===== src/hdl/lsrm_pkg.sv =====
// ----------------------------------------------------------------------------
// lsrm_pkg: shared types and constants of the lidar scan ROI mask
// Item layouts, register map, fixed-point constants and the CORDIC
// arctangent table used by the front end, the CORDIC cells and the back end.
// ----------------------------------------------------------------------------
package lsrm_pkg;

  localparam int AngW        = 24;
  localparam int AngStepW    = 21;
  localparam int CoordW      = 18;
  localparam int RangeW      = 16;
  localparam int VecW        = 32;
  localparam int ZW          = 24;
  localparam int CordicIters = 16;
  localparam int CfgIndexW   = 3;
  localparam int CfgDataW    = 24;

  localparam logic signed [AngW-1:0] AngPi     = 24'sd3294199;
  localparam logic signed [AngW-1:0] AngHalfPi = 24'sd1647099;
  localparam logic signed [AngW-1:0] AngTwoPi  = 24'sd6588397;
  localparam logic signed [AngW-1:0] AngMax    = 24'sd8388607;
  localparam logic signed [AngW-1:0] AngMin    = -24'sd8388608;

  localparam logic signed [VecW-1:0] CordicX0 = 32'sd652032874;

  localparam logic signed [CoordW-1:0] CoordMax = 18'sd131071;
  localparam logic signed [CoordW-1:0] CoordMin = -18'sd131072;

  localparam logic signed [ZW-1:0] AtanTab [0:CordicIters-1] = '{
    24'sd823550, 24'sd486170, 24'sd256879, 24'sd130396,
    24'sd65451,  24'sd32757,  24'sd16383,  24'sd8192,
    24'sd4096,   24'sd2048,   24'sd1024,   24'sd512,
    24'sd256,    24'sd128,    24'sd64,     24'sd32
  };

  typedef enum logic [CfgIndexW-1:0] {
    RegScanAngleStart = 3'd0,
    RegAngleStep      = 3'd1,
    RegWindowLow      = 3'd2,
    RegWindowHigh     = 3'd3,
    RegBoxXLow        = 3'd4,
    RegBoxXHigh       = 3'd5,
    RegBoxYLow        = 3'd6,
    RegBoxYHigh       = 3'd7
  } reg_idx_t;

  typedef struct packed {
    logic [RangeW-1:0] range_in;
    logic              scan_last;
  } in_item_t;

  typedef struct packed {
    logic [RangeW-1:0] range_out;
    logic              masked;
    logic              scan_end;
  } out_item_t;

  typedef struct packed {
    logic signed [AngW-1:0]   scan_angle_start;
    logic [AngStepW-1:0]      angle_step;
    logic signed [AngW-1:0]   window_low;
    logic signed [AngW-1:0]   window_high;
    logic signed [CoordW-1:0] box_x_low;
    logic signed [CoordW-1:0] box_x_high;
    logic signed [CoordW-1:0] box_y_low;
    logic signed [CoordW-1:0] box_y_high;
  } cfg_t;

  typedef struct packed {
    logic signed [VecW-1:0] x;
    logic signed [VecW-1:0] y;
    logic signed [ZW-1:0]   z;
    logic                   neg;
    logic                   in_win;
    logic [RangeW-1:0]      range;
    logic                   last;
  } cordic_bus_t;

  localparam cfg_t CfgReset = '{
    scan_angle_start: -24'sd3294199,
    angle_step:       21'd18301,
    window_low:       -24'sd1647099,
    window_high:      24'sd1647099,
    box_x_low:        -18'sd1280,
    box_x_high:       18'sd1280,
    box_y_low:        -18'sd256,
    box_y_high:       18'sd256
  };

endpackage


===== src/hdl/lsrm_back.sv =====
// ----------------------------------------------------------------------------
// lsrm_back: projection and rectangle test
// Restores the quadrant sign, scales cos and sin by the range, rounds and
// saturates to Q9.8 and decides the mask flag of the item.
// ----------------------------------------------------------------------------
module lsrm_back
  import lsrm_pkg::*;
(
  input  logic        clk,
  input  logic        rst,
  input  cfg_t        cfg,
  input  logic        up_valid,
  output logic        up_ready,
  input  cordic_bus_t up_bus,
  output logic        out_valid,
  input  logic        out_ready,
  output out_item_t   out_item
);

  localparam int ProdW  = RangeW + 1 + VecW;
  localparam int FracSh = 30;
  localparam int QW     = ProdW - FracSh;
  localparam logic signed [ProdW-1:0] RoundHalf = ProdW'(1) <<< (FracSh - 1);
  localparam logic signed [QW-1:0]    QMax      = QW'(CoordMax);
  localparam logic signed [QW-1:0]    QMin      = QW'(CoordMin);

  logic                     s_valid;
  logic signed [VecW-1:0]   s_c;
  logic signed [VecW-1:0]   s_s;
  logic [RangeW-1:0]        s_range;
  logic                     s_last;
  logic                     s_win;
  logic                     m_valid;
  logic signed [ProdW-1:0]  m_px;
  logic signed [ProdW-1:0]  m_py;
  logic [RangeW-1:0]        m_range;
  logic                     m_last;
  logic                     m_win;
  logic                     r_valid;
  logic signed [CoordW-1:0] r_x;
  logic signed [CoordW-1:0] r_y;
  logic [RangeW-1:0]        r_range;
  logic                     r_last;
  logic                     r_win;
  logic                     o_valid;
  out_item_t                o_item;
  logic                     s_load;
  logic                     m_load;
  logic                     r_load;
  logic                     o_load;
  logic signed [VecW-1:0]   up_x;
  logic signed [VecW-1:0]   up_y;
  logic signed [ProdW-1:0]  rng_ext;
  logic signed [ProdW-1:0]  c_ext;
  logic signed [ProdW-1:0]  s_ext;
  logic signed [ProdW-1:0]  tx;
  logic signed [ProdW-1:0]  ty;
  logic signed [QW-1:0]     qx;
  logic signed [QW-1:0]     qy;
  logic signed [CoordW-1:0] x_next;
  logic signed [CoordW-1:0] y_next;
  logic                     in_box;

  assign o_load   = !o_valid || out_ready;
  assign r_load   = !r_valid || o_load;
  assign m_load   = !m_valid || r_load;
  assign s_load   = !s_valid || m_load;
  assign up_ready = s_load;

  assign up_x = up_bus.x;
  assign up_y = up_bus.y;

  always_ff @(posedge clk) begin
    if (rst) begin
      s_valid <= 1'b0;
      m_valid <= 1'b0;
      r_valid <= 1'b0;
      o_valid <= 1'b0;
    end else begin
      if (s_load) begin
        s_valid <= up_valid;
      end
      if (m_load) begin
        m_valid <= s_valid;
      end
      if (r_load) begin
        r_valid <= m_valid;
      end
      if (o_load) begin
        o_valid <= r_valid;
      end
    end
  end

  always_ff @(posedge clk) begin
    if (s_load && up_valid) begin
      s_c     <= up_bus.neg ? -up_x : up_x;
      s_s     <= up_bus.neg ? -up_y : up_y;
      s_range <= up_bus.range;
      s_last  <= up_bus.last;
      s_win   <= up_bus.in_win;
    end
  end

  always_comb begin
    rng_ext = ProdW'($signed({1'b0, s_range}));
    c_ext   = ProdW'(s_c);
    s_ext   = ProdW'(s_s);
  end

  always_ff @(posedge clk) begin
    if (m_load && s_valid) begin
      m_px    <= rng_ext * c_ext;
      m_py    <= rng_ext * s_ext;
      m_range <= s_range;
      m_last  <= s_last;
      m_win   <= s_win;
    end
  end

  always_comb begin
    tx = m_px + RoundHalf;
    ty = m_py + RoundHalf;
    qx = tx[ProdW-1:FracSh];
    qy = ty[ProdW-1:FracSh];
    if (qx > QMax) begin
      x_next = CoordMax;
    end else if (qx < QMin) begin
      x_next = CoordMin;
    end else begin
      x_next = qx[CoordW-1:0];
    end
    if (qy > QMax) begin
      y_next = CoordMax;
    end else if (qy < QMin) begin
      y_next = CoordMin;
    end else begin
      y_next = qy[CoordW-1:0];
    end
  end

  always_ff @(posedge clk) begin
    if (r_load && m_valid) begin
      r_x     <= x_next;
      r_y     <= y_next;
      r_range <= m_range;
      r_last  <= m_last;
      r_win   <= m_win;
    end
  end

  assign in_box = (r_x >= cfg.box_x_low) && (r_x <= cfg.box_x_high)
               && (r_y >= cfg.box_y_low) && (r_y <= cfg.box_y_high);

  always_ff @(posedge clk) begin
    if (o_load && r_valid) begin
      o_item.range_out <= r_range;
      o_item.masked    <= !in_box || r_win;
      o_item.scan_end  <= r_last;
    end
  end

  assign out_valid = o_valid;
  assign out_item  = o_item;

endmodule


===== config.mk =====
export PLATFORM = sky130hd
export DESIGN_NAME = lsrm_back
export DESIGN_NICKNAME = d
export VERILOG_FILES = /design/src/hdl/lsrm_pkg.sv /design/src/hdl/lsrm_back.sv
export SDC_FILE = /design/constraint.sdc
export NUM_CORES = 2
export LEC_CHECK = 0
export ABC_AREA = 1
export BUFFER_PORTS_ARGS = -buffer_cell sky130_fd_sc_hd__buf_2
export CORE_ASPECT_RATIO = 1.5
export CORE_MARGIN = 10
export CORE_UTILIZATION = 30
export DETAILED_ROUTE_END_ITERATION = 10
export GPL_TIMING_DRIVEN = 0
export PLACE_DENSITY = 0.46
export SKIP_LAST_GASP = 1
export SLEW_MARGIN = 20
export SYNTH_ARGS = -nofsm -noshare
export SYNTH_HDL_FRONTEND = slang
export SYNTH_SLANG_ARGS = --single-unit

===== constraint.sdc =====
create_clock -name clk -period 6.15 [get_ports clk]
set_input_delay 0.3075 -clock clk [delete_from_list [all_inputs] [get_ports clk]]
set_output_delay 0.3075 -clock clk [all_outputs]
set_load 0.01 [all_outputs]

======== Yosys cells after proc, flatten, opt, wreduce, memory -nomap -nowiden ========
Cells that the tools add are included.
storage, ports and cells
  register bits ........................... 274
  output and inout bits ................... 20
  word-level logic and storage cells ...... 57
cells by class
  add/subtract/negate cells ............... 4
  $mul .................................... 2
  order comparisons ....................... 8
  mux-type cells .......................... 4
  reduce and logical (&&, ||, !) cells .... 17
operator list
  cell                                                             number
  adder 49 x 31 -> 49 bit, second input constant                   2
  multiplier 17 x 32 -> 49 bit                                     2
  two-way mux 32 bit                                               2
  negation 32 bit                                                  2
  greater-than comparator 19 x 18 -> 1 bit, second input constant  2
  less-than comparator 19 x 18 -> 1 bit, second input constant     2
  greater-or-equal comparator 18 bit                               2
  <= comparator 18 bit                                             2
  two-way mux 18 bit                                               2
  logical AND 1 bit                                                7
  zero test 1 bit                                                  5
  logical OR 1 bit                                                 5

======== Logic depth before layout (Yosys ltp) ========
  depth in word-level cells ............... 6
  mapped depth ............................ 28

======== Worst setup path before layout ========
OpenSTA, ideal clock, no wires.
  kind .................................... register -> register
  from .................................... register s_s[31]
  to ...................................... register m_py[46], data pin
  library setup time ...................... 0.253 ns
  data arrival time ....................... 5.501 ns
  setup slack ............................. 0.397 ns
  stages on the path, launching flop included .. 23
  buffers on the path ..................... 2
  cells stage by stage .................... edfxtp_1 > clkbuf_1 > clkbuf_1 > nand2_1 > fa_1 > inv_1 > fa_1 > fa_1 > fa_1 > fa_1 > inv_1 > fa_1 > inv_1 > ha_1 > nand2_1 > nor2_1 > inv_1 > nor2_1 > nand3_1 > inv_1 > nand3_1 > nand4_1 > nand2_1
on the way
  longest elaborated chain between the ends .. 1
RTL lines
  element                       RTL line          source
  start: declaration            lsrm_back.sv:29   logic signed [VecW-1:0] s_s;
  start signal: assignment      lsrm_back.sv:98   s_s <= up_bus.neg ? -up_y : up_y;
  multiplier 17 x 32 -> 49 bit  lsrm_back.sv:114  m_py <= rng_ext * s_ext;
  end signal: assignment        lsrm_back.sv:114
  end: declaration              lsrm_back.sv:35   logic signed [ProdW-1:0] m_py;
No other way between the ends.
A chain may end at the register's enable or synchronous reset.

======== Final worst setup path ========
  from .................................... register s_range[3]
  to ...................................... register m_px[47], data pin
on the way
  longest elaborated chain between the ends .. 1
RTL lines
  element                       RTL line          source
  start: declaration            lsrm_back.sv:30   logic [RangeW-1:0] s_range;
  start signal: assignment      lsrm_back.sv:99   s_range <= up_bus.range;
  multiplier 17 x 32 -> 49 bit  lsrm_back.sv:113  m_px <= rng_ext * c_ext;
  end signal: assignment        lsrm_back.sv:113
  end: declaration              lsrm_back.sv:34   logic signed [ProdW-1:0] m_px;
No other way between the ends.

==> run_results.csv <==
group,metric,value,unit
sta,fin_setup_tns,0,ns
drt,drt-initial-drc-count,2436,
place,gp_congestion,0.916,
drt,wirelength,180,mm
drt,routedWlPerCell,20.7,µm
place,portBuffers,178,
cts,cts_tree,"built",
synth,synth_top_area_cell,"fa_1",
synth,seq_area_frac_synth,0.131,
cts,cts_sinks,216,
worst_setup_path,critPathRequiredTime,6.51,ns
drt,via_per_inst,4.60,
synth,yosysWarningCount,0,
floorplanning,initial_utilization,0.301,
cts,htree_levels,1,
worst_setup_path,crit_type,"register to register",
run_status,status,"finished clean",
drt,post-route-drc-count,0,
global_routing,antenna_found_initial,6,
drt,via_count,39894,
finish,fin_nets,8096,
global_routing,grt_pass1_vias,43418,
worst_hold_path,hp-class,"primary input to register",
worst_setup_path,critPathSlowestCell,"fa_1",
worst_setup_path,path_buf_inv,7,
worst_setup_path,slowest_delay,0.55,ns
drt,antenna_left,0,
sta,maxSlewHeadroom,0.415,
place,dpl.hpwl,152,mm
sta,worst_slew_pin_slew,0.877,ns
place,place_area,0.0530,mm²
sta,rsz0062_at_grt,"yes",
flow_run,cap_violations,0,
cts,insertion_delay,0.62,ns
cts,cts_root_buf,"clkbuf_16",
floorplanning,dieArea,0.181,mm²
floorplanning,die_h,517,µm
sta,slew_viol_final,0,
drt,drtPass1Iterations,7,
worst_setup_path,crit_arrival,6.41,ns
finish,n_fill_cell,17411,
sta,fin_crit,6.05,ns
finish,drive_above_1_share,0.127,
sta,fmax,0.165,GHz
global_routing,globalRouteOverflowTotal,0,
synth,synth_most_common_cell,"inv_1",
synth,yosys_most_used_dff,"edfxtp_1",
finish,synthToLayoutAreaGrowth,15.1,%
worst_setup_path,end_kind,"register",
synth,yosysUniqueCellTypes,42,
worst_setup_path,crit_fanout,8,
floorplanning,core,0.164,mm²
worst_setup_path,crit_chain,"clkbuf_16 > buf_12 > buf_4 > nand2_1 > fa_2 > fa_1 > fa_1 > inv_1 > fa_1 > fa_1 > inv_1 > fa_1 > inv_1 > ha_4 > nand2_2 > inv_1 > a21oi_2 > nand2_1 > o21bai_2 > nand2_1 > nand3_1 > nand2_1 > nand2_1",
finish,fin_area,0.0568,mm²
synth,avgSynthCellArea,7.88,µm²
synth,synth-edff-count,212,
global_routing,grt_max_degree,39,
floorplanning,std_cell_rows,182,
floorplanning,die_x,351,µm
cts,cts-buffers-inserted,25,
sta,fin_crit_sh,0.984,
synth,syn_inst,6262,
worst_setup_path,worstSetupStartpointType,"register",
global_routing,gr-usage-all-layers,0.199,
sta,setup_viol,0,
floorplanning,io_pins,296,
synth,synth_area,0.0493,mm²
synth,synthTopCellsByCount,"inv_1 (1942), nand2_1 (1610), fa_1 (974), ha_1 (306), nor2_1 (270)",
worst_setup_path,crit_family,"adder cells",
synth,syn_nets,7818,
cts,clk_pin_slew_worst_paths,0.06,ns
global_routing,grt_pass1_wl,269,mm
finish,final_util,0.347,
sta,hold_viol,0,
synth,synth_area_leaders,"fa_1 (40%), inv_1 (15%), edfxtp_1 (13%)",
synth,async_flop_share,0,
synth,synth_top_area_frac,0.395,
cts,cts.path.max_buffers,3,
sta,finalClockSkew,0.0193,ns
synth,synth_seq_cells,216,
through the flow:
stage / instances / setup WS [ns] / hold WS (ns)
4_1_cts: 8630 / -0.0114 / 0.000595
5_1_grt: 8676 / -0.0703 / 0.0317
3_5_place_dp: 8561 / -1.78 / 0.405
3_3_place_gp: 8556 / -1.83 / 0.400
6_report: 8677 / 0.0972 / 0.0383
2_1_floorplan: 6262 / 0.397 / 0.377
layer usage:
layer	GRT usage	share of wire
met1	0.231	0.38
met2	0.356	0.50
met3	0.0281	0.057
met4	0.0969	0.061
met5	0	0.00012
layout make-up:
type,instances,area (µm²),share of cell area
clock buffer,31,668,0.0118
timing repair buffer,324,2290,0.0403
clock inverter,15,204,0.00359
inverter,1942,7300,0.129
sequential,216,6450,0.114
tap,2116,2650,0.0466
antenna,2,5.00,0.0000881
multi-input combinational,3856,35900,0.633
buffer,175,1280,0.0226
flip-flops by register name, summed over array words and instances (netlist names):
name,flops
m_px,20
r_win,1
s_range,16
r_last,1
m_range,16
r_y,18
s_win,1
s_valid,1
s_last,1
out_item,18
m_win,1
m_valid,1
s_c,32
s_s,32
r_valid,1
m_py,20
r_x,18
out_valid,1
r_range,16
m_last,1
worst paths after layout:
path / cells past startpoint / to / slack, ns / start
setup / recovery: 23 / m_px[47] / 0.1 / s_range[3]
hold reg to reg: 0 / r_range[9] / 0.41 / m_range[9]
setup reg to reg: 23 / m_px[47] / 0.1 / s_range[3]
hold / removal: 2 / s_s[31] / 0.04 / up_bus[74]
logic make-up (layout without fill, tap and decap cells):
logic type               count (synthesis)  after routing  share of synthesized area
XOR/XNOR                               111            111                     0.0202
AO/OA/AOI/OAI                          342            342                     0.0374
other                                    0              2                          0
flip-flops                             216            216                      0.131
buffers and inverters                 2190           2487                      0.167
adder cells (fa/ha/maj)               1280           1280                      0.473
AND/OR/NAND/NOR                       2123           2123                      0.171
placed cells by master, fill, tap and decap left out, types with 59 or more instances in the layout:
cell         n
nor2_2      59
nand2_1   1570
fa_1       947
o21ai_0     64
nor2_1     190
inv_1     1931
a21oi_1     97
buf_2      198
nand3_1    104
edfxtp_1   212
a21oi_2     63
buf_4      112
ha_1       272
clkbuf_2    61
xor2_1      83
repair_timing:
action	4_1_cts	5_1_grt
pin swaps	24	70
endpoints found under the hold margin	26	0
cloned	1	0
buffers inserted	60	55
resized for setup	351	385
endpoints found under the setup margin	40	40
hold buffers	25	0
Power is left out: the tool's default activity adds up to more than one toggle a clock period on the data nets, which glitch-free logic cannot reach.
