$ cat src/hdl/lsrm_pkg.sv
// ----------------------------------------------------------------------------
// lsrm_pkg: shared types and constants of the lidar scan ROI mask
// Item layouts, register map, fixed-point constants and the CORDIC
// arctangent table used by the front end, the CORDIC cells and the back end.
// ----------------------------------------------------------------------------
package lsrm_pkg;

  localparam int AngW        = 24;
  localparam int AngStepW    = 21;
  localparam int CoordW      = 18;
  localparam int RangeW      = 16;
  localparam int VecW        = 32;
  localparam int ZW          = 24;
  localparam int CordicIters = 16;
  localparam int CfgIndexW   = 3;
  localparam int CfgDataW    = 24;

  localparam logic signed [AngW-1:0] AngPi     = 24'sd3294199;
  localparam logic signed [AngW-1:0] AngHalfPi = 24'sd1647099;
  localparam logic signed [AngW-1:0] AngTwoPi  = 24'sd6588397;
  localparam logic signed [AngW-1:0] AngMax    = 24'sd8388607;
  localparam logic signed [AngW-1:0] AngMin    = -24'sd8388608;

  localparam logic signed [VecW-1:0] CordicX0 = 32'sd652032874;

  localparam logic signed [CoordW-1:0] CoordMax = 18'sd131071;
  localparam logic signed [CoordW-1:0] CoordMin = -18'sd131072;

  localparam logic signed [ZW-1:0] AtanTab [0:CordicIters-1] = '{
    24'sd823550, 24'sd486170, 24'sd256879, 24'sd130396,
    24'sd65451,  24'sd32757,  24'sd16383,  24'sd8192,
    24'sd4096,   24'sd2048,   24'sd1024,   24'sd512,
    24'sd256,    24'sd128,    24'sd64,     24'sd32
  };

  typedef enum logic [CfgIndexW-1:0] {
    RegScanAngleStart = 3'd0,
    RegAngleStep      = 3'd1,
    RegWindowLow      = 3'd2,
    RegWindowHigh     = 3'd3,
    RegBoxXLow        = 3'd4,
    RegBoxXHigh       = 3'd5,
    RegBoxYLow        = 3'd6,
    RegBoxYHigh       = 3'd7
  } reg_idx_t;

  typedef struct packed {
    logic [RangeW-1:0] range_in;
    logic              scan_last;
  } in_item_t;

  typedef struct packed {
    logic [RangeW-1:0] range_out;
    logic              masked;
    logic              scan_end;
  } out_item_t;

  typedef struct packed {
    logic signed [AngW-1:0]   scan_angle_start;
    logic [AngStepW-1:0]      angle_step;
    logic signed [AngW-1:0]   window_low;
    logic signed [AngW-1:0]   window_high;
    logic signed [CoordW-1:0] box_x_low;
    logic signed [CoordW-1:0] box_x_high;
    logic signed [CoordW-1:0] box_y_low;
    logic signed [CoordW-1:0] box_y_high;
  } cfg_t;

  typedef struct packed {
    logic signed [VecW-1:0] x;
    logic signed [VecW-1:0] y;
    logic signed [ZW-1:0]   z;
    logic                   neg;
    logic                   in_win;
    logic [RangeW-1:0]      range;
    logic                   last;
  } cordic_bus_t;

  localparam cfg_t CfgReset = '{
    scan_angle_start: -24'sd3294199,
    angle_step:       21'd18301,
    window_low:       -24'sd1647099,
    window_high:      24'sd1647099,
    box_x_low:        -18'sd1280,
    box_x_high:       18'sd1280,
    box_y_low:        -18'sd256,
    box_y_high:       18'sd256
  };

endpackage

$ cat src/hdl/lsrm_front.sv
// ----------------------------------------------------------------------------
// lsrm_front: beam angle tracking and quadrant fold
// Keeps the running beam angle of the scan, then folds the angle into the
// CORDIC range and checks it against the angle window.
// ----------------------------------------------------------------------------
module lsrm_front
  import lsrm_pkg::*;
(
  input  logic        clk,
  input  logic        rst,
  input  cfg_t        cfg,
  input  logic        in_valid,
  output logic        in_ready,
  input  in_item_t    in_item,
  output logic        dn_valid,
  input  logic        dn_ready,
  output cordic_bus_t dn_bus
);

  localparam logic signed [AngW+1:0] SumMax    = (AngW+2)'(AngMax);
  localparam logic signed [AngW+1:0] SumMin    = (AngW+2)'(AngMin);
  localparam logic signed [AngW:0]   Pi25      = (AngW+1)'(AngPi);
  localparam logic signed [AngW:0]   NegPi25   = -((AngW+1)'(AngPi));
  localparam logic signed [AngW:0]   TwoPi25   = (AngW+1)'(AngTwoPi);
  localparam logic signed [AngW:0]   Half25    = (AngW+1)'(AngHalfPi);
  localparam logic signed [AngW:0]   NegHalf25 = -((AngW+1)'(AngHalfPi));

  logic signed [AngW-1:0] beam_angle;
  logic signed [AngW-1:0] beam_angle_next;
  logic                   at_scan_start;
  logic                   a_valid;
  logic signed [AngW-1:0] a_ang;
  logic [RangeW-1:0]      a_range;
  logic                   a_last;
  logic                   b_valid;
  cordic_bus_t            b_bus;
  cordic_bus_t            b_bus_next;
  logic                   a_load;
  logic                   b_load;
  logic                   accept;
  logic signed [AngW+1:0] ang_sum;
  logic signed [AngW:0]   wide;
  logic signed [AngW:0]   wrapped;
  logic signed [AngW:0]   folded;
  logic                   neg;
  logic signed [ZW-1:0]   b_z;

  assign b_load   = !b_valid || dn_ready;
  assign a_load   = !a_valid || b_load;
  assign in_ready = a_load;
  assign accept   = in_valid && a_load;

  always_comb begin
    ang_sum = {{2{beam_angle[AngW-1]}}, beam_angle}
            + {2'b00, {(AngW - AngStepW){1'b0}}, cfg.angle_step};
    if (at_scan_start) begin
      beam_angle_next = cfg.scan_angle_start;
    end else if (ang_sum > SumMax) begin
      beam_angle_next = AngMax;
    end else if (ang_sum < SumMin) begin
      beam_angle_next = AngMin;
    end else begin
      beam_angle_next = ang_sum[AngW-1:0];
    end
  end

  always_ff @(posedge clk) begin
    if (rst) begin
      beam_angle    <= '0;
      at_scan_start <= 1'b1;
      a_valid       <= 1'b0;
    end else if (a_load) begin
      a_valid <= in_valid;
      if (in_valid) begin
        beam_angle    <= beam_angle_next;
        at_scan_start <= in_item.scan_last;
      end
    end
  end

  always_ff @(posedge clk) begin
    if (accept) begin
      a_ang   <= beam_angle_next;
      a_range <= in_item.range_in;
      a_last  <= in_item.scan_last;
    end
  end

  always_comb begin
    wide = {a_ang[AngW-1], a_ang};
    if (wide > Pi25) begin
      wrapped = wide - TwoPi25;
    end else if (wide < NegPi25) begin
      wrapped = wide + TwoPi25;
    end else begin
      wrapped = wide;
    end
    if (wrapped > Half25) begin
      folded = wrapped - Pi25;
      neg    = 1'b1;
    end else if (wrapped < NegHalf25) begin
      folded = wrapped + Pi25;
      neg    = 1'b1;
    end else begin
      folded = wrapped;
      neg    = 1'b0;
    end
    b_bus_next.x      = CordicX0;
    b_bus_next.y      = '0;
    b_bus_next.z      = folded[ZW-1:0];
    b_bus_next.neg    = neg;
    b_bus_next.in_win = (a_ang >= cfg.window_low) && (a_ang <= cfg.window_high);
    b_bus_next.range  = a_range;
    b_bus_next.last   = a_last;
  end

  always_ff @(posedge clk) begin
    if (rst) begin
      b_valid <= 1'b0;
    end else if (b_load) begin
      b_valid <= a_valid;
    end
  end

  always_ff @(posedge clk) begin
    if (b_load && a_valid) begin
      b_bus <= b_bus_next;
    end
  end

  assign dn_valid = b_valid;
  assign dn_bus   = b_bus;
  assign b_z      = b_bus.z;

  assert property (@(posedge clk) disable iff (rst)
    accept && at_scan_start |=> a_ang == $past(cfg.scan_angle_start))
    else $error("First item of a scan did not take the start angle.");

  assert property (@(posedge clk) disable iff (rst)
    accept |=> a_valid && a_ang == beam_angle)
    else $error("Stage angle and running beam angle disagree.");

  assert property (@(posedge clk) disable iff (rst)
    accept |=> at_scan_start == $past(in_item.scan_last))
    else $error("Scan start flag did not follow the last item marker.");

  assert property (@(posedge clk) disable iff (rst)
    b_valid |-> (b_z <= AngHalfPi) && (b_z >= -AngHalfPi))
    else $error("Folded angle lies outside the CORDIC range.");

endmodule

$ cat config.mk
export PLATFORM = sky130hd
export DESIGN_NAME = lsrm_front
export DESIGN_NICKNAME = d
export VERILOG_FILES = /design/src/hdl/lsrm_pkg.sv /design/src/hdl/lsrm_front.sv
export SDC_FILE = /design/constraint.sdc
export NUM_CORES = 1
export LEC_CHECK = 0
export BUFFER_PORTS_ARGS = -buffer_cell sky130_fd_sc_hd__clkbuf_2
export CORE_ASPECT_RATIO = 1.2
export CORE_MARGIN = 2
export CORE_UTILIZATION = 54
export CTS_BUF_LIST = sky130_fd_sc_hd__clkbuf_2 sky130_fd_sc_hd__clkbuf_4 sky130_fd_sc_hd__clkbuf_8
export DETAILED_ROUTE_END_ITERATION = 8
export PLACE_DENSITY = 0.84
export REMOVE_ABC_BUFFERS = 1
export SLEW_MARGIN = 15
export SYNTH_ARGS = -nofsm -noshare
export SYNTH_HDL_FRONTEND = slang
export SYNTH_SLANG_ARGS = --single-unit
$ cat constraint.sdc
create_clock -name clk -period 5.5 [get_ports clk]
set_input_delay 1.1 -clock clk [delete_from_list [all_inputs] [get_ports clk]]
set_output_delay 1.1 -clock clk [all_outputs]
set_load 0.005 [all_outputs]
### After elaboration in Yosys (flattened, before gate mapping)

Cells that the tools add are included.

| operators by class | value |
|---|---|
| $add $sub $neg | 5 |
| magnitude comparators | 8 |
| mux-type cells | 8 |
| reduce and logical (&&, ||, !) cells | 8 |

Operator list:

| cell | number |
|---|---|
| $mux W24 | 5 |
| $mux W25 | 2 |
| $add A24 B22 Y25 | 1 |
| $add A24 B24 Y25 const B | 1 |
| $gt A25 B22 Y1 const B | 1 |
| $gt A25 B24 Y1 const B | 1 |
| $lt A25 B22 Y1 const B | 1 |
| $lt A25 B24 Y1 const B | 1 |
| $sub A24 B24 Y25 const B | 1 |
| $add A24 B23 Y24 const B | 1 |
| $ge A24 B24 Y1 | 1 |
| $gt A24 B23 Y1 const B | 1 |
| $le A24 B24 Y1 | 1 |
| $lt A24 B23 Y1 const B | 1 |
| $sub A24 B23 Y24 const B | 1 |
| $logic_and A1 B1 Y1 | 3 |
| $logic_not A1 Y1 | 2 |
| $logic_or A1 B1 Y1 | 2 |
| $reduce_and A2 Y1 | 1 |
| $mux W1 | 1 |

| word-level totals | value |
|---|---|
| register bits | 111 |
| output and inout bits | 109 |
| logic and storage cells | 41 |

### Longest topological paths before layout

| depth | value |
|---|---|
| depth in word-level cells | 6 |
| gate-level depth with buffers | 19 |
| gate-level depth less buffers | 17 |

### Worst setup path after synthesis

OpenSTA, ideal clock, no wires.

| path | value |
|---|---|
| path type | input -> register |
| start | input port cfg[121] (netlist bit) |
| end | register a_ang[16], data pin |
| setup time | 0.260 ns |
| arrival | 4.123 ns |
| required time | 5.240 ns |
| slack | 1.117 ns |
| stages | 12 |
| buffers on the path | 1 |
| cell sequence | ha_1 > a21o_1 > a21o_1 > a2111oi_0 > o31a_1 > o21ai_0 > a31o_2 > a31o_2 > a22oi_1 > clkbuf_1 > o21ai_0 > mux2_2 |

| on the way | value |
|---|---|
| longest elaborated chain between the ends | 5 |
| elaborated cells on any way between the ends | 6 |
| those cells by class | add/sub (1); order compare (2); mux (3) |

RTL lines:

| what | RTL line | RTL |
|---|---|---|
| start, declared | lsrm_front.sv:11 | `input cfg_t cfg,` |
| $add A24 B22 Y25 (*) | lsrm_front.sv:55 | `+ {2'b00, {(AngW - AngStepW){1'b0}}, cfg.angle_step};` |
| $lt A25 B24 Y1 | lsrm_front.sv:60 | `end else if (ang_sum < SumMin) begin` |
| $mux W24 | lsrm_front.sv:60 |  |
| $mux W24 (*) | lsrm_front.sv:58 | `end else if (ang_sum > SumMax) begin` |
| $mux W24 (*) | lsrm_front.sv:56 | `if (at_scan_start) begin` |
| via beam_angle_next[16] | lsrm_front.sv:29 | `logic signed [AngW-1:0] beam_angle_next;` |
| end signal, assigned | lsrm_front.sv:83 | `a_ang <= beam_angle_next;` |
| end, declared | lsrm_front.sv:32 | `logic signed [AngW-1:0] a_ang;` |

Mark *: on every way through the listed nets, which the timed path passes. The rest lies on a longest branch.
A chain may end at the register's enable or synchronous reset.

==> results_dict.tcl <==
set metrics [dict create \
    outcome "completed" \
    io_buffers 158 \
    rows 53 \
    cts_made_buffers 9 \
    die_h_um 150 \
    layout_common_cells "158 x clkbuf_2, 94 x nand2_1, 84 x edfxtp_1" \
    power_mw 2.57 \
    final_common_cell "clkbuf_2" \
    start_util_pct 54.7 \
    synth.distinct_cells 94 \
    syn-cell-area_mm2 0.00954 \
    synthCells 1062 \
    power_frac_comb_pct 39.4 \
    crit_type "flop to flop" \
    crit_arrival_ns 5.12 \
    postPlaceCellArea_mm2 0.0103 \
    grt_pass1_wl_um 38700 \
    num-nets-final 1462 \
    min_period_ns 4.95 \
    slew_violations 0 \
    drt-vias-per-instance 6.05 \
    cp-startpoint "a_ang[21]$_DFFE_PP_" \
    tns_ns 0 \
    antennaDiodeCount 0 \
    power.switching_mw 0.963 \
    seqPwrFrac_pct 41.3 \
    htreeDepth 3 \
    synthToLayoutAreaGrowth_pct 10.1 \
    crit_required_ns 5.67 \
    insertion_delay_ns 0.41 \
    max_freq_mhz 202 \
    max_slew_margin_pct 37.8 \
    coreArea_mm2 0.0174 \
    post-route-period-util_pct 90.1 \
    hold_viol 0 \
    wl_per_cell_um 17.0 \
    postCtsSetupBuffers 0 \
    drt-total-wl_um 24200 \
    worstPathMaxFanout 16 \
    cts-resized-gates 0 \
    fill_cells 1515 \
    gp_congestion 1.02 \
    clkPwrFrac_pct 19.3 \
    cts_max_path_buffers 2 \
    p_leak_nw 4.64 \
    die_area_mm2 0.0187 \
    drv_cap 0 \
    drtIter0Drc 751 \
    post-place-ws_ns 0.496 \
    p_int_mw 1.61 \
    track_usage_pct 25.5 \
    grt-ovfl-total 0 \
    ir_worst_vdd_uv 108 \
    ys_async_sr_fraction_pct 0 \
    hold_class "flop to flop" \
    timing.final.ws_setup_ns 0.546 \
    hold_buffers 0 \
    power_density_mw_per_mm2 245 \
    num_vias 8634 \
    dpl.hpwl_um 18800 \
    tightest_slew_ns 0.931 \
    grt_pass1_vias 8028 \
    grt_max_degree 52 \
    ant_nets 0 \
    p_sw_share_pct 37.4 \
    drt_first_pass_iters 6 \
    seq_area_frac_synth_pct 32.1 \
    antenna_found_initial 0 \
    synth-edff-count 84 \
    ys_ff_latch 111 \
    clk_pin_slew_ns 0.12 \
    yosysWarnings 0 \
    cts_tree "built" \
    rsz0062_at_grt "no" \
    design_area_mm2 0.0105 \
    synth.avg_cell_area_um2 8.98 \
    crit_path_start_kind "flop" \
    cts-root-buf "clkbuf_8" \
    timing.rr.start "a_ang[21]$_DFFE_PP_" \
    drc 0 \
    setup_violations 0 \
    finalClockSkew_ns 0.0129 \
    endpoint_kind "flop" \
    drive_gt1_share_pct 19.4 \
    clock_sinks 111 \
    io-pin-count 295 \
    die_x_um 125 \
    hold_start "a_range[5]$_DFFE_PP_" \
    synth_flop_cell "edfxtp_1" \
]
## cell type report
type	count	area (µm²)	share of cell area [%]
Clock buffer	9	124	1.18
Clock inverter	7	72.6	0.691
Multi-Input combinational cell	829	5730	54.6
Inverter	71	267	2.54
Timing Repair Buffer	180	968	9.23
Sequential cell	111	3060	29.2
Tap cell	220	275	2.62
## kinds of logic (layout without fill, tap and decap cells)
logic type / Yosys count / count (layout) / synth area share (%)
other: 2 / 64 / 0.0788
multiplexers: 10 / 10 / 1.10
AND/OR/NAND/NOR: 318 / 318 / 16.8
XOR/XNOR: 61 / 61 / 5.68
buffers and inverters: 184 / 267 / 10.3
AO/OA/AOI/OAI: 302 / 302 / 24.1
adder cells (fa/ha/maj): 74 / 74 / 9.79
flip-flops: 111 / 111 / 32.1
## flip-flops by register name, indices dropped and copies added, names as in the netlist
register / count
a_ang: 24
a_range: 16
a_last: 1
beam_angle: 24
a_valid: 1
dn_valid: 1
at_scan_start: 1
dn_bus: 19
b_z: 24
## worst paths after layout
path | depth (start not counted) | slack [ns] | end
hold reg to reg | 0 | 0.43 | dn_bus[6]$_DFFE_PP_
setup reg to reg | 15 | 0.55 | b_z[22]$_DFFE_PP_
hold / removal | 0 | 0.43 | dn_bus[6]$_DFFE_PP_
setup / recovery | 15 | 0.55 | b_z[22]$_DFFE_PP_
## metal layers
| layer | track usage [%] | wire length, µm |
|---|---|---|
| met5 | 0 | 0 |
| met4 | 13.4 | 1080 |
| met3 | 2.79 | 2010 |
| met1 | 31.2 | 9330 |
| met2 | 44.4 | 11800 |
## synth_stat cells, types with 19 or more instances
cell type | instances | area share [%]
a21o_1 | 33 | 2.6
a21oi_1 | 53 | 2.8
a31oi_1 | 28 | 1.8
buf_4 | 69 | 5.4
clkbuf_1 | 22 | 0.87
dfxtp_1 | 27 | 5.7
edfxtp_1 | 84 | 26
ha_1 | 73 | 9.6
inv_1 | 69 | 2.7
nand2_1 | 94 | 3.7
nand3_1 | 27 | 1.4
nand4_1 | 22 | 1.4
nor2_1 | 64 | 2.5
nor3_1 | 20 | 1.0
o21a_1 | 19 | 1.5
o21ai_0 | 25 | 1.3
xnor2_1 | 43 | 3.9
## critical path: stages, from the launching register on
cell and delay [ns]:
edfxtp_1 0.58, a311oi_1 0.54, o21ai_1 0.26, a31oi_2 0.73
nor2_1 0.18, xnor2_1 0.25, inv_1 0.14, ha_1 0.34
o221ai_1 0.19, a22o_1 0.26, a21oi_1 0.22, a31oi_1 0.18
or3_1 0.38, nand3_1 0.15, nand2_1 0.07, a22o_1 0.23
## per-stage QoR
stage / hold slack, ns / util [%] / cells
3_3_place_gp: 0.401 / 58.9 / 1410
3_5_place_dp: 0.405 / 58.9 / 1410
5_1_grt: 0.441 / 60.2 / 1427
6_report: 0.430 / 60.2 / 1427
2_1_floorplan: 0.400 / - / 1011
4_1_cts: 0.431 / 60.1 / 1426
## power groups by stage
stage / clock (mW) / combinational (mW) / sequential, mW
floorplan: 0 / 0.696 / 1.09
global placement: 0 / 0.973 / 1.08
detailed placement: 0 / 0.993 / 1.08
CTS: 0.501 / 0.998 / 1.06
global route: 0.529 / 1.12 / 1.07
finish: 0.495 / 1.01 / 1.06
Power figures use the tool's default switching activity.
