**src/hdl/lsrm_pkg.sv**
```systemverilog
// ----------------------------------------------------------------------------
// lsrm_pkg: shared types and constants of the lidar scan ROI mask
// Item layouts, register map, fixed-point constants and the CORDIC
// arctangent table used by the front end, the CORDIC cells and the back end.
// ----------------------------------------------------------------------------
package lsrm_pkg;

  localparam int AngW        = 24;
  localparam int AngStepW    = 21;
  localparam int CoordW      = 18;
  localparam int RangeW      = 16;
  localparam int VecW        = 32;
  localparam int ZW          = 24;
  localparam int CordicIters = 16;
  localparam int CfgIndexW   = 3;
  localparam int CfgDataW    = 24;

  localparam logic signed [AngW-1:0] AngPi     = 24'sd3294199;
  localparam logic signed [AngW-1:0] AngHalfPi = 24'sd1647099;
  localparam logic signed [AngW-1:0] AngTwoPi  = 24'sd6588397;
  localparam logic signed [AngW-1:0] AngMax    = 24'sd8388607;
  localparam logic signed [AngW-1:0] AngMin    = -24'sd8388608;

  localparam logic signed [VecW-1:0] CordicX0 = 32'sd652032874;

  localparam logic signed [CoordW-1:0] CoordMax = 18'sd131071;
  localparam logic signed [CoordW-1:0] CoordMin = -18'sd131072;

  localparam logic signed [ZW-1:0] AtanTab [0:CordicIters-1] = '{
    24'sd823550, 24'sd486170, 24'sd256879, 24'sd130396,
    24'sd65451,  24'sd32757,  24'sd16383,  24'sd8192,
    24'sd4096,   24'sd2048,   24'sd1024,   24'sd512,
    24'sd256,    24'sd128,    24'sd64,     24'sd32
  };

  typedef enum logic [CfgIndexW-1:0] {
    RegScanAngleStart = 3'd0,
    RegAngleStep      = 3'd1,
    RegWindowLow      = 3'd2,
    RegWindowHigh     = 3'd3,
    RegBoxXLow        = 3'd4,
    RegBoxXHigh       = 3'd5,
    RegBoxYLow        = 3'd6,
    RegBoxYHigh       = 3'd7
  } reg_idx_t;

  typedef struct packed {
    logic [RangeW-1:0] range_in;
    logic              scan_last;
  } in_item_t;

  typedef struct packed {
    logic [RangeW-1:0] range_out;
    logic              masked;
    logic              scan_end;
  } out_item_t;

  typedef struct packed {
    logic signed [AngW-1:0]   scan_angle_start;
    logic [AngStepW-1:0]      angle_step;
    logic signed [AngW-1:0]   window_low;
    logic signed [AngW-1:0]   window_high;
    logic signed [CoordW-1:0] box_x_low;
    logic signed [CoordW-1:0] box_x_high;
    logic signed [CoordW-1:0] box_y_low;
    logic signed [CoordW-1:0] box_y_high;
  } cfg_t;

  typedef struct packed {
    logic signed [VecW-1:0] x;
    logic signed [VecW-1:0] y;
    logic signed [ZW-1:0]   z;
    logic                   neg;
    logic                   in_win;
    logic [RangeW-1:0]      range;
    logic                   last;
  } cordic_bus_t;

  localparam cfg_t CfgReset = '{
    scan_angle_start: -24'sd3294199,
    angle_step:       21'd18301,
    window_low:       -24'sd1647099,
    window_high:      24'sd1647099,
    box_x_low:        -18'sd1280,
    box_x_high:       18'sd1280,
    box_y_low:        -18'sd256,
    box_y_high:       18'sd256
  };

endpackage

```
**src/hdl/lsrm_cordic_cell.sv**
```systemverilog
// ----------------------------------------------------------------------------
// lsrm_cordic_cell: one CORDIC rotation step
// Rotates the vector by the fixed arctangent of its step and hands the
// result, with the item's side fields, to the next cell.
// ----------------------------------------------------------------------------
module lsrm_cordic_cell
  import lsrm_pkg::*;
#(
  parameter int Iter = 0
) (
  input  logic        clk,
  input  logic        rst,
  input  logic        up_valid,
  output logic        up_ready,
  input  cordic_bus_t up_bus,
  output logic        dn_valid,
  input  logic        dn_ready,
  output cordic_bus_t dn_bus
);

  logic                   valid;
  cordic_bus_t            bus;
  cordic_bus_t            bus_next;
  logic signed [VecW-1:0] x_in;
  logic signed [VecW-1:0] y_in;
  logic signed [VecW-1:0] dx;
  logic signed [VecW-1:0] dy;
  logic signed [ZW-1:0]   z_in;
  logic                   load;

  assign load     = !valid || dn_ready;
  assign up_ready = load;

  always_comb begin
    x_in     = up_bus.x;
    y_in     = up_bus.y;
    z_in     = up_bus.z;
    dx       = y_in >>> Iter;
    dy       = x_in >>> Iter;
    bus_next = up_bus;
    if (!z_in[ZW-1]) begin
      bus_next.x = x_in - dx;
      bus_next.y = y_in + dy;
      bus_next.z = z_in - AtanTab[Iter];
    end else begin
      bus_next.x = x_in + dx;
      bus_next.y = y_in - dy;
      bus_next.z = z_in + AtanTab[Iter];
    end
  end

  always_ff @(posedge clk) begin
    if (rst) begin
      valid <= 1'b0;
    end else if (load) begin
      valid <= up_valid;
    end
  end

  always_ff @(posedge clk) begin
    if (load && up_valid) begin
      bus <= bus_next;
    end
  end

  assign dn_valid = valid;
  assign dn_bus   = bus;

endmodule

```
**config.mk**
```make
export PLATFORM = sky130hd
export DESIGN_NAME = lsrm_cordic_cell
export DESIGN_NICKNAME = d
export VERILOG_FILES = /design/src/hdl/lsrm_pkg.sv /design/src/hdl/lsrm_cordic_cell.sv
export SDC_FILE = /design/constraint.sdc
export NUM_CORES = 1
export LEC_CHECK = 0
export BUFFER_PORTS_ARGS = -buffer_cell sky130_fd_sc_hd__buf_2
export CORE_ASPECT_RATIO = 2
export CORE_MARGIN = 1
export CORE_UTILIZATION = 51
export DETAILED_ROUTE_END_ITERATION = 10
export GPL_ROUTABILITY_DRIVEN = 0
export PLACE_DENSITY = 0.79
export SYNTH_ARGS = -nofsm -noshare
export SYNTH_HDL_FRONTEND = slang
export SYNTH_SLANG_ARGS = --single-unit
```
**constraint.sdc**
```tcl
create_clock -name clk -period 4.3 [get_ports clk]
set_input_delay 0.86 -clock clk [delete_from_list [all_inputs] [get_ports clk]]
set_output_delay 0.86 -clock clk [all_outputs]
set_load 0.02 [all_outputs]
```
**Yosys cells after proc, flatten, opt, wreduce, memory -nomap -nowiden**

Cells that the tools add are included.

- Add/subtract/negate cells: 5
- Multiplexer cells: 1
- Reduce and logical (&&, ||, !) cells: 3

Operators by type and width:

| kind | count |
|---|---|
| $mux W88 | 1 |
| $sub A32 B32 Y32 | 2 |
| $add A32 B32 Y32 | 1 |
| $add A24 B21 Y24 const B | 1 |
| $sub A24 B21 Y24 const B | 1 |
| $logic_and A1 B1 Y1 | 1 |
| $logic_not A1 Y1 | 1 |
| $logic_or A1 B1 Y1 | 1 |

- Flip-flop bits (word level): 108
- Input port bits: 111
- Output and inout port bits: 109
- Word-level logic and storage cells: 17

**Depth between registers and ports, before layout**

Gate-level depths: netlist of run 1.

- Depth after elaboration: 3
- Mapped depth: 13
- Mapped depth without buffers: 12

**Worst setup path after synthesis of run 1**

Ideal clock, no wire load.

- Path type: input port to flip-flop
- Start: input port up_bus[42] in the netlist's numbering
- End: register bus (netlist bit dn_bus[41]) (data pin)
- Setup time: 260 ps
- Arrival time: 3848 ps
- Required time: 4040 ps
- Path slack: 191 ps
- Stages: 13
- Buffers on the path: 2
- Path through: inv_1 clkbuf_1 buf_1 ha_1 a21o_1 a21o_1 a21o_1 a211oi_1 nor2_1 a21o_1 o311ai_0 mux2i_1 nand2_1

RTL lines:

| what | RTL line | source |
|---|---|---|
| from (decl) | lsrm_cordic_cell.sv:15 | `input cordic_bus_t up_bus,` |
| to (signal assigned) | lsrm_cordic_cell.sv:62 | `bus <= bus_next;` |
| to (decl) | lsrm_cordic_cell.sv:22 | `cordic_bus_t bus;` |

==> results of run 1 <==
## metal layers
metal  vias up  routed length, µm  track usage
met5         -                  0            0
met4         0               2590        0.243
met3       187               2020       0.0385
met2       560              15900        0.574
met1      4258               9750        0.296
li1       4295                  -            -
## logic make-up after synthesis
group	share of synthesized area
DFF	0.333
AOI/OAI and AO/OA	0.244
muxes	0.0166
xor gates and xnor gates	0.0682
and+or+nand+nor	0.119
adders and majority gates	0.158
buffers and inverters	0.0620
## worst paths after layout
check,slack [ps],endpoint,from
worst max-delay path,580,dn_bus[73],up_bus[50]
worst min-delay path,550,dn_valid,dn_valid
worst min register to register,550,dn_valid,dn_valid
worst max register to register,2390,dn_bus[33],dn_valid
## layout make-up
cell class | instances | share of cell area
antenna | 2 | 0.000444
sequential | 107 | 0.284
multi-input combinational | 823 | 0.517
clock inverter | 7 | 0.00733
timing repair buffer | 238 | 0.110
tap | 216 | 0.0240
inverter | 110 | 0.0366
clock buffer | 9 | 0.0200
## worst reg2reg max path: stages, from the launching register on
cell and delay [ps]:
dfxtp_1 310, nand2b_1 120, and2_4 730, buf_4 440
## placed cells by master (no fill, tap or decap), drive strengths merged, types with 12 or more instances in the layout
cell type,instances
buf,238
a21oi,117
ha,115
inv,112
edfxtp,106
o21ai,86
nor2,74
nand2,67
xnor2,65
a21o,40
o21bai,25
nor3,21
nor2b,16
mux2i,16
nand3,15
a31oi,14
a211oi,14
nor4,12
o211ai,12
## sequential cells by signal, summed over array words and instances (netlist names)
| signal | cells |
|---|---|
| dn_bus | 106 |
| dn_valid | 1 |
## where the power goes
part	total [mW]	switching, mW	internal [mW]
Sequential	1.36	0.0370	1.33
Combinational	1.42	0.908	0.508
Clock	0.866	0.402	0.464
Total	3.65	1.35	2.30
==> key figures, run 1 <==
Pwr
  – Worst IR Drop VDD: ~0.00019 V
  – Static Leakage: approximately 5.2 nW
  – Overall power: around 3.6 mW
  – Pwr dens: 324 mW/mm²

GRT
  – Global route overflow: 0
  – Initial antenna violation count: 1
  – Largest net degree at the start of global routing: 77
  – Tot GR Track Use: 0.307
  – Vias in the first global route: 9,150
  – First-pass GRT wire length: approximately 46,000 µm

Synth
  – Count leader, synth: a21oi_1
  – Net Count, Synth: 1,312
  – Mapped Cells: roughly 1,100
  – Cell variety after synth: 69
  – Top_reg_cell synth: edfxtp_1
  – #FFs+latches synth: around 110
  – Synth Warn #: 0
  – Register area share after synthesis: 0.333
  – Mapped Area: roughly 0.0096 mm²
  – Synth area leaders: edfxtp_1 (33%), ha_1 (15%), a21oi_1 (6.0%), xnor2_1 (5.9%), o21ai_0 (4.4%)
  – Yosys top cell area share: 0.331
  – Syn Area/Cell: slightly below 9 µm²
  – Asr flop ratio synth: 0
  – EDFF count, synth: 106
  – Area leader, netlist: edfxtp_1
  – Synth top cells by count: a21oi_1 (116), ha_1 (115), inv_1 (107), edfxtp_1 (106), o21ai_0 (85)

Floorplanning
  – Die area: approximately 0.02 mm²
  – Die Ht: ~200 µm
  – Core Rows: 70
  – IO Pins: between 200 and 250
  – Initial core utilization: 0.524
  – Core footprint: roughly 0.018 mm²
  – Floorplan die width: 99.2 µm

Placed design
  – Inst Count DP: ~1,500
  – Setup Slack @ Placement: roughly 390 ps
  – I/O Buffers: ~220
  – HPWL Detailed: approximately 24,000 µm
  – Post-DP Area: 0.0110 mm²

STA
  – Setup TNS: 0 ps
  – Worst slew pin tran: approximately 850 ps
  – Endpoints failing setup: 0
  – WHS: 547 ps
  – Final slew viol count: 0
  – RSZ-0062 raised after global routing: false
  – Tcrit/Tclk final: 0.865
  – Max Clk Rate: between 0.2 and 0.3 GHz
  – Final worst slack: between 500 and 600 ps
  – Fin. Hold Viols: 0
  – Final Critical Period: 3720 ps
  – Max-Slew Margin vs Limit: 0.433
  – Final setup skew: 14.8 ps

CTS
  – Num CTS Buffers: 9
  – H-tree depth: 3
  – Root Buffer: clkbuf_16
  – Worst skew pair latency: approximately 360 ps
  – CTS sink count: between 100 and 150
  – Clock slew at reported path FFs: roughly 70 ps
  – Longest Clk Path Bufs: 2
  – Total setup buffers inserted after CTS: 0
  – CTS Hold Bufs: 0
  – CTS tree: built
  – CTS resizes: 0

Critical path
  – Crit-path max FO: 9
  – Critical path required time: 4400 ps
  – CP bufs+invs: 2
  – CP cell instances: buf_2 -> inv_1 -> ha_1 -> a211o_1 -> o211ai_1 -> o2111ai_1 -> a31oi_1 -> o211ai_1 -> a31oi_1 -> o2111ai_1 -> o21a_1 -> xnor2_1
  – Slowest cell on crit path: a31oi_1
  – Crit-path leading delay family: compound AO/OA/AOI/OAI gates
  – CP endpoint kind: flip-flop
  – CP max stage delay: 550 ps
  – R2R depth: 3
  – Worst setup path class: input port to flip-flop
  – Critical path depth: 12
  – Startpoint Class: input port
  – Worst Path Arrival: around 3800 ps

Finish
  – Layout cells sized above 1: 0.210
  – Area added between synthesis and finish: 17.0%
  – Final non-filler cell area: around 0.011 mm²
  – Final Non-Filler Cells: roughly 1,500
  – FILL cells: 1,646
  – Reg area: between 0.003 and 0.004 mm²
  – Final Core Density: 0.613
  – Final nets: 1,519
  – Area of the multi-input gates: 0.00583 mm²

Min path
  – Worst hold path type: flip-flop to flip-flop
  – Hold path depth: 2

Detailed routing
  – WL final: 30,200 µm
  – DRC Markers: 0
  – Pre-antenna DRT Iters: 6
  – Vias per Instance: roughly 6
  – Post-route ant nets: 0
  – Drt initial violations: just under 600
  – Drt wl/cell: roughly 20 µm
  – Vias: 9,300

Job
  – Max-cap viol count: 0

Outcome
  – Status: finished clean
Note: power is estimated with default switching activity, not from simulation.
==> inputs of run 2 (changes only) <==
CELL_PAD_IN_SITES_DETAIL_PLACEMENT = 0   (was unset)
CELL_PAD_IN_SITES_GLOBAL_PLACEMENT = 1   (was unset)
CORE_MARGIN = 8   (was 1)
CORE_UTILIZATION = 38   (was 51)
PLACE_DENSITY = unset   (was 0.79)
PLACE_DENSITY_LB_ADDON = 0.1   (was unset)
==> run 2 against run 1 <==
Effect of this change:
- design area rose by 2.9%
- via count fell by 3.5%
- first-iteration DRC count fell by 25%
- total power rose by 1.4%
- cell count rose by 9.4%
==> key figures, run 2 (synthesis results as in run 1) <==
GRT
  – Largest net degree at the start of global routing: 56
  – Most used routing layer: met2
  – First-pass GRT wire length: around 52,000 µm
  – Met3 usage in global routing: 0.0254
  – Initial antenna violation count: 0
  – Met1 Usage GRT: 0.192
  – Tot GR Track Use: 0.220
  – GR Util met2: 0.450
  – Vias in the first global route: around 9,700
  – Global route overflow: 0

Placed design
  – Post-DP Area: approximately 0.011 mm²
  – Inst Count DP: about 1,600
  – I/O Buffers: roughly 220
  – Setup Slack @ Placement: around 360 ps
  – HPWL Detailed: ~28,000 µm

STA
  – Setup TNS: 0 ps
  – Endpoints failing setup: 0
  – Final Critical Period: roughly 3600 ps
  – Final slew viol count: 0
  – Worst slew pin tran: 832 ps
  – Fin. Hold Viols: 0
  – RSZ-0062 raised after global routing: false
  – Max Clk Rate: about 0.28 GHz
  – Tcrit/Tclk final: 0.839
  – Final setup skew: 16.3 ps
  – Final worst slack: 691 ps
  – Max-Slew Margin vs Limit: 0.440
  – WHS: ~530 ps

CTS
  – CTS Hold Bufs: 0
  – Longest Clk Path Bufs: 2
  – Num CTS Buffers: 9
  – Total setup buffers inserted after CTS: 0
  – Root Buffer: clkbuf_16
  – Worst skew pair latency: between 300 and 400 ps
  – Clock slew at reported path FFs: approximately 80 ps
  – CTS sink count: 107
  – CTS resizes: 0
  – CTS tree: built
  – H-tree depth: 3

Floorplanning
  – Die area: 0.0310 mm²
  – Die Ht: roughly 240 µm
  – Core footprint: 0.0250 mm²
  – Core Rows: ~80
  – IO Pins: 220
  – Floorplan die width: between 100 and 150 µm
  – Initial core utilization: 0.385

Detailed routing
  – Drt wl/cell: 20.6 µm
  – Vias: roughly 9,000
  – Drt initial violations: between 400 and 500
  – DRC Markers: 0
  – Pre-antenna DRT Iters: 4
  – Vias per Instance: ~5.4
  – WL final: ~34,000 µm
  – Post-route ant nets: 0

Pwr
  – Static Leakage: roughly 5.3 nW
  – Combinational share of power: 0.392
  – Pwr dens: approximately 320 mW/mm²
  – Sequential group share of total power: 0.367
  – Switching Fraction: 0.383
  – Psw: 1.42 mW
  – Clk pwr share: 0.241
  – Worst IR Drop VDD: 0.000206 V
  – Pint: 2.28 mW

Outcome
  – Status: finished clean

Critical path
  – CP endpoint kind: flip-flop
  – Worst Path Arrival: about 3700 ps
  – Critical path required time: about 4400 ps
  – Worst setup path class: input port to flip-flop
  – Startpoint Class: input port
  – Reg2reg setup slack: around 2500 ps
  – Crit-path max FO: 21

Finish
  – Area added between synthesis and finish: 20.5%
  – Final non-filler cell area: between 0.01 and 0.015 mm²
  – FILL cells: about 2,600
  – Commonest non-fill, non-tap cells in the layout: buf_2 (219), a21oi_1 (116), ha_1 (115)
  – Diodes inserted: 0
  – Final nets: approximately 1,500
  – Most common cell after layout, fill and taps aside: buf_2
  – Final Non-Filler Cells: 1,654
  – Max reg flops: ~110
  – Layout cells sized above 1: 0.225

Job
  – Max-cap viol count: 0

Min path
  – Worst hold path type: flip-flop to flip-flop
## run 2: path summary, 6_finish.rpt
kind                                 start  cells after the start           to
worst min-delay path              dn_valid                      2     dn_valid
worst max register to register    dn_valid                      3  dn_bus[104]
worst min register to register    dn_valid                      2     dn_valid
worst max-delay path            up_bus[42]                     13   dn_bus[41]
## run 2: metal layers
layer | part of all wire | vias up
met5 | 0 | -
met4 | 0.060 | 0
met3 | 0.038 | 88
met2 | 0.59 | 274
met1 | 0.32 | 4265
li1 | - | 4347
## run 2: metrics by stage
stage / util / power (mW)
finish: 0.463 / 3.70
global route: 0.463 / 3.90
CTS: 0.463 / 3.74
detailed placement: 0.451 / 2.84
global placement: 0.451 / 2.83
floorplan: - / 2.31
## run 2: area by class of cell
| cell class | instances | area, µm² | area share |
|---|---|---|---|
| Inverter | 110 | 413 | 0.0356 |
| Clock inverter | 7 | 88.8 | 0.00766 |
| Clock buffer | 9 | 225 | 0.0194 |
| Timing Repair Buffer | 262 | 1420 | 0.122 |
| Sequential cell | 107 | 3200 | 0.276 |
| Multi-Input combinational cell | 823 | 5830 | 0.503 |
| Tap cell | 336 | 420 | 0.0362 |
## run 2: worst max-delay path, cell delays in order
cell      delay (ps)
buf_2            170
inv_2            150
buf_4            330
ha_1             350
a21o_1           220
a21o_1           180
a21o_1           180
a21oi_1          170
o21ai_0           90
a21o_1           180
o311ai_0         540
mux2i_1          260
nand2_1           60
## run 2: power by group through the flow
stage          Clock, mW  Sequential [mW]  Combinational, mW
2_1_floorplan          0             1.55              0.765
3_3_place_gp           0             1.38               1.45
3_5_place_dp           0             1.38               1.45
4_1_cts            0.920             1.36               1.46
5_1_grt            0.950             1.37               1.58
6_report           0.889             1.36               1.45
==> inputs of run 3 (changes only) <==
clock period = 3.1 ns   (was 4.3 ns; I/O delays follow)
==> run 3 against run 2 <==
Effect of this change:
- clock skew fell by 9.1 ps
- via count increased by 9.7%
- total power is 50% higher
- sequential share of layout area down 3.9 points
- register-to-register slack got worse by 1000 ps
- clock-buffer cell count unchanged
- global-route usage rose by 1.3 points
- sequential power increased by 39%
- hold slack worse by 140 ps
- critical path depth is 3 higher
- design area grew 16%
- utilization grew 7.6 points
- critical endpoint is now dn_bus[73]
- largest cell class unchanged
==> key figures, run 3 (synthesis results as in run 1) <==
Detailed routing
  – Vias per Instance: 5.25
  – WL final: ~36,000 µm
  – Drt wl/cell: 19.4 µm
  – DRC Markers: 0
  – Drt initial violations: approximately 420
  – Post-route ant nets: 0
  – Pre-antenna DRT Iters: 5
  – Vias: 9,846

CTS
  – CTS tree: built
  – H-tree depth: 3
  – Longest Clk Path Bufs: 2
  – Num CTS Buffers: 9
  – CTS sink count: 107
  – Root Buffer: clkbuf_16
  – Worst skew pair latency: about 380 ps
  – Clock slew at reported path FFs: roughly 90 ps

Critical path
  – Worst Path Arrival: ~3100 ps
  – Crit-path max FO: 2
  – Worst setup path class: input port to flip-flop
  – Critical path required time: roughly 3200 ps
  – CP endpoint kind: flip-flop
  – Startpoint Class: input port
  – R2R depth: 3

Floorplanning
  – Initial core utilization: 0.385
  – Floorplan die width: around 130 µm
  – Die Ht: roughly 240 µm
  – IO Pins: 220
  – Die area: between 0.03 and 0.04 mm²
  – Core Rows: a little over 80
  – Core footprint: 0.0250 mm²

Pwr
  – Overall power: about 5.5 mW
  – Worst IR Drop VDD: around 0.00025 V
  – Pwr dens: 411 mW/mm²
  – Static Leakage: about 6.4 nW

Finish
  – Final Non-Filler Cells: approximately 1,900
  – Max reg flops: 106
  – Most common cell after layout, fill and taps aside: buf_4
  – Layout cells sized above 1: 0.358
  – Final nets: approximately 1,800
  – Commonest non-fill, non-tap cells in the layout: buf_4 (262), buf_2 (219), ha_1 (112)
  – Final non-filler cell area: ~0.014 mm²
  – Diodes inserted: 0
  – Area added between synthesis and finish: 40.3%

GRT
  – Global route overflow: 0
  – Initial antenna violation count: 0
  – Tot GR Track Use: 0.233
  – Largest net degree at the start of global routing: 45
  – First-pass GRT wire length: approximately 55,000 µm
  – Vias in the first global route: around 10,000

STA
  – Max-Slew Margin vs Limit: 0.638
  – WHS: ~400 ps
  – Final slew viol count: 0
  – Worst slew pin tran: about 540 ps
  – Max Clk Rate: between 0.3 and 0.4 GHz
  – Fin. Hold Viols: 0
  – Tcrit/Tclk final: 0.966
  – Final Critical Period: roughly 3000 ps
  – Endpoints failing setup: 0
  – Final setup skew: about 7.1 ps

Placed design
  – I/O Buffers: around 220
  – Post-DP Area: about 0.013 mm²
  – HPWL Detailed: slightly above 30,000 µm
  – Inst Count DP: about 1,900

Job
  – Max-cap viol count: 0

Min path
  – Worst hold path type: input port to flip-flop
  – Hold path depth: 2

Outcome
  – Status: finished clean
[run 3: cell count changes in the layout (fill, tap and decap cells not counted), moves of 3 or more]
cell / previous run / this run
a31oi_1: 14 / 11
ha_1: 115 / 112
fa_2: 0 / 3
buf_4: 43 / 262
a211oi_1: 14 / 11
o21ai_0: 85 / 77
o21ai_1: 1 / 8
a21oi_2: 1 / 6
nor2b_1: 16 / 13
buf_12: 0 / 3
a21oi_1: 116 / 111
fa_1: 4 / 1
[run 3: timing repair]
| action | in CTS | in global routing |
|---|---|---|
| endpoints found under the hold margin | 0 | 0 |
| buffers inserted | 0 | 3 |
| pin swaps | 0 | 8 |
| setup endpoints to repair | 10 | 28 |
| hold buffers | 0 | 0 |
| gates resized for setup | 4 | 42 |
[run 3: area by class of cell]
class | instances | area [µm²]
fill | 2519 | 11500
multi-input combinational | 823 | 6030
sequential | 107 | 3200
timing repair buffer | 484 | 3120
tap | 336 | 420
inverter | 110 | 413
clock buffer | 9 | 225
clock inverter | 7 | 91.3
[run 3: worst max-delay path, cell delays in order]
cell and delay [ps]:
buf_2 100, buf_4 130, ha_1 220, a211o_1 240, o211ai_1 200, o2111ai_1 170, buf_4 190, a31oi_4 170
buf_4 140, o211ai_1 90, buf_4 150, a31oi_1 160, buf_4 170, o2111ai_2 100, o21a_1 150, xnor2_1 120
[run 3: worst paths after layout]
path	startpoint	to	slack, ps
worst min register to register	dn_valid	dn_valid	530
worst max register to register	dn_valid	dn_bus[106]	1480
worst max-delay path	up_bus[50]	dn_bus[73]	100
worst min-delay path	rst	dn_valid	390
[run 3: layer usage]
metal / vias up / share of wire / track usage
li1: 4791 / - / -
met1: 4624 / 0.31 / 0.195
met2: 313 / 0.58 / 0.486
met3: 118 / 0.042 / 0.0297
met4: 0 / 0.065 / 0.148
met5: - / 0 / 0
[run 3: metrics by stage]
| step | setup slack [ps] | setup TNS (ps) | util |
|---|---|---|---|
| global route | -58.5 | -58.5 | 0.540 |
| finish | 104 | 0 | 0.540 |
| CTS | 1.08 | 0 | 0.531 |
| global placement | -515 | -11320 | 0.518 |
| detailed placement | -590 | -12770 | 0.518 |
| floorplan | -155 | -155 | - |
[run 3: power by group]
part / leakage [nW] / internal, mW / switching [mW]
logic: 5.23 / 1.04 / 1.37
clock network: 0.152 / 0.586 / 0.665
registers: 1.03 / 1.84 / 0.0470
total: 6.42 / 3.47 / 2.08
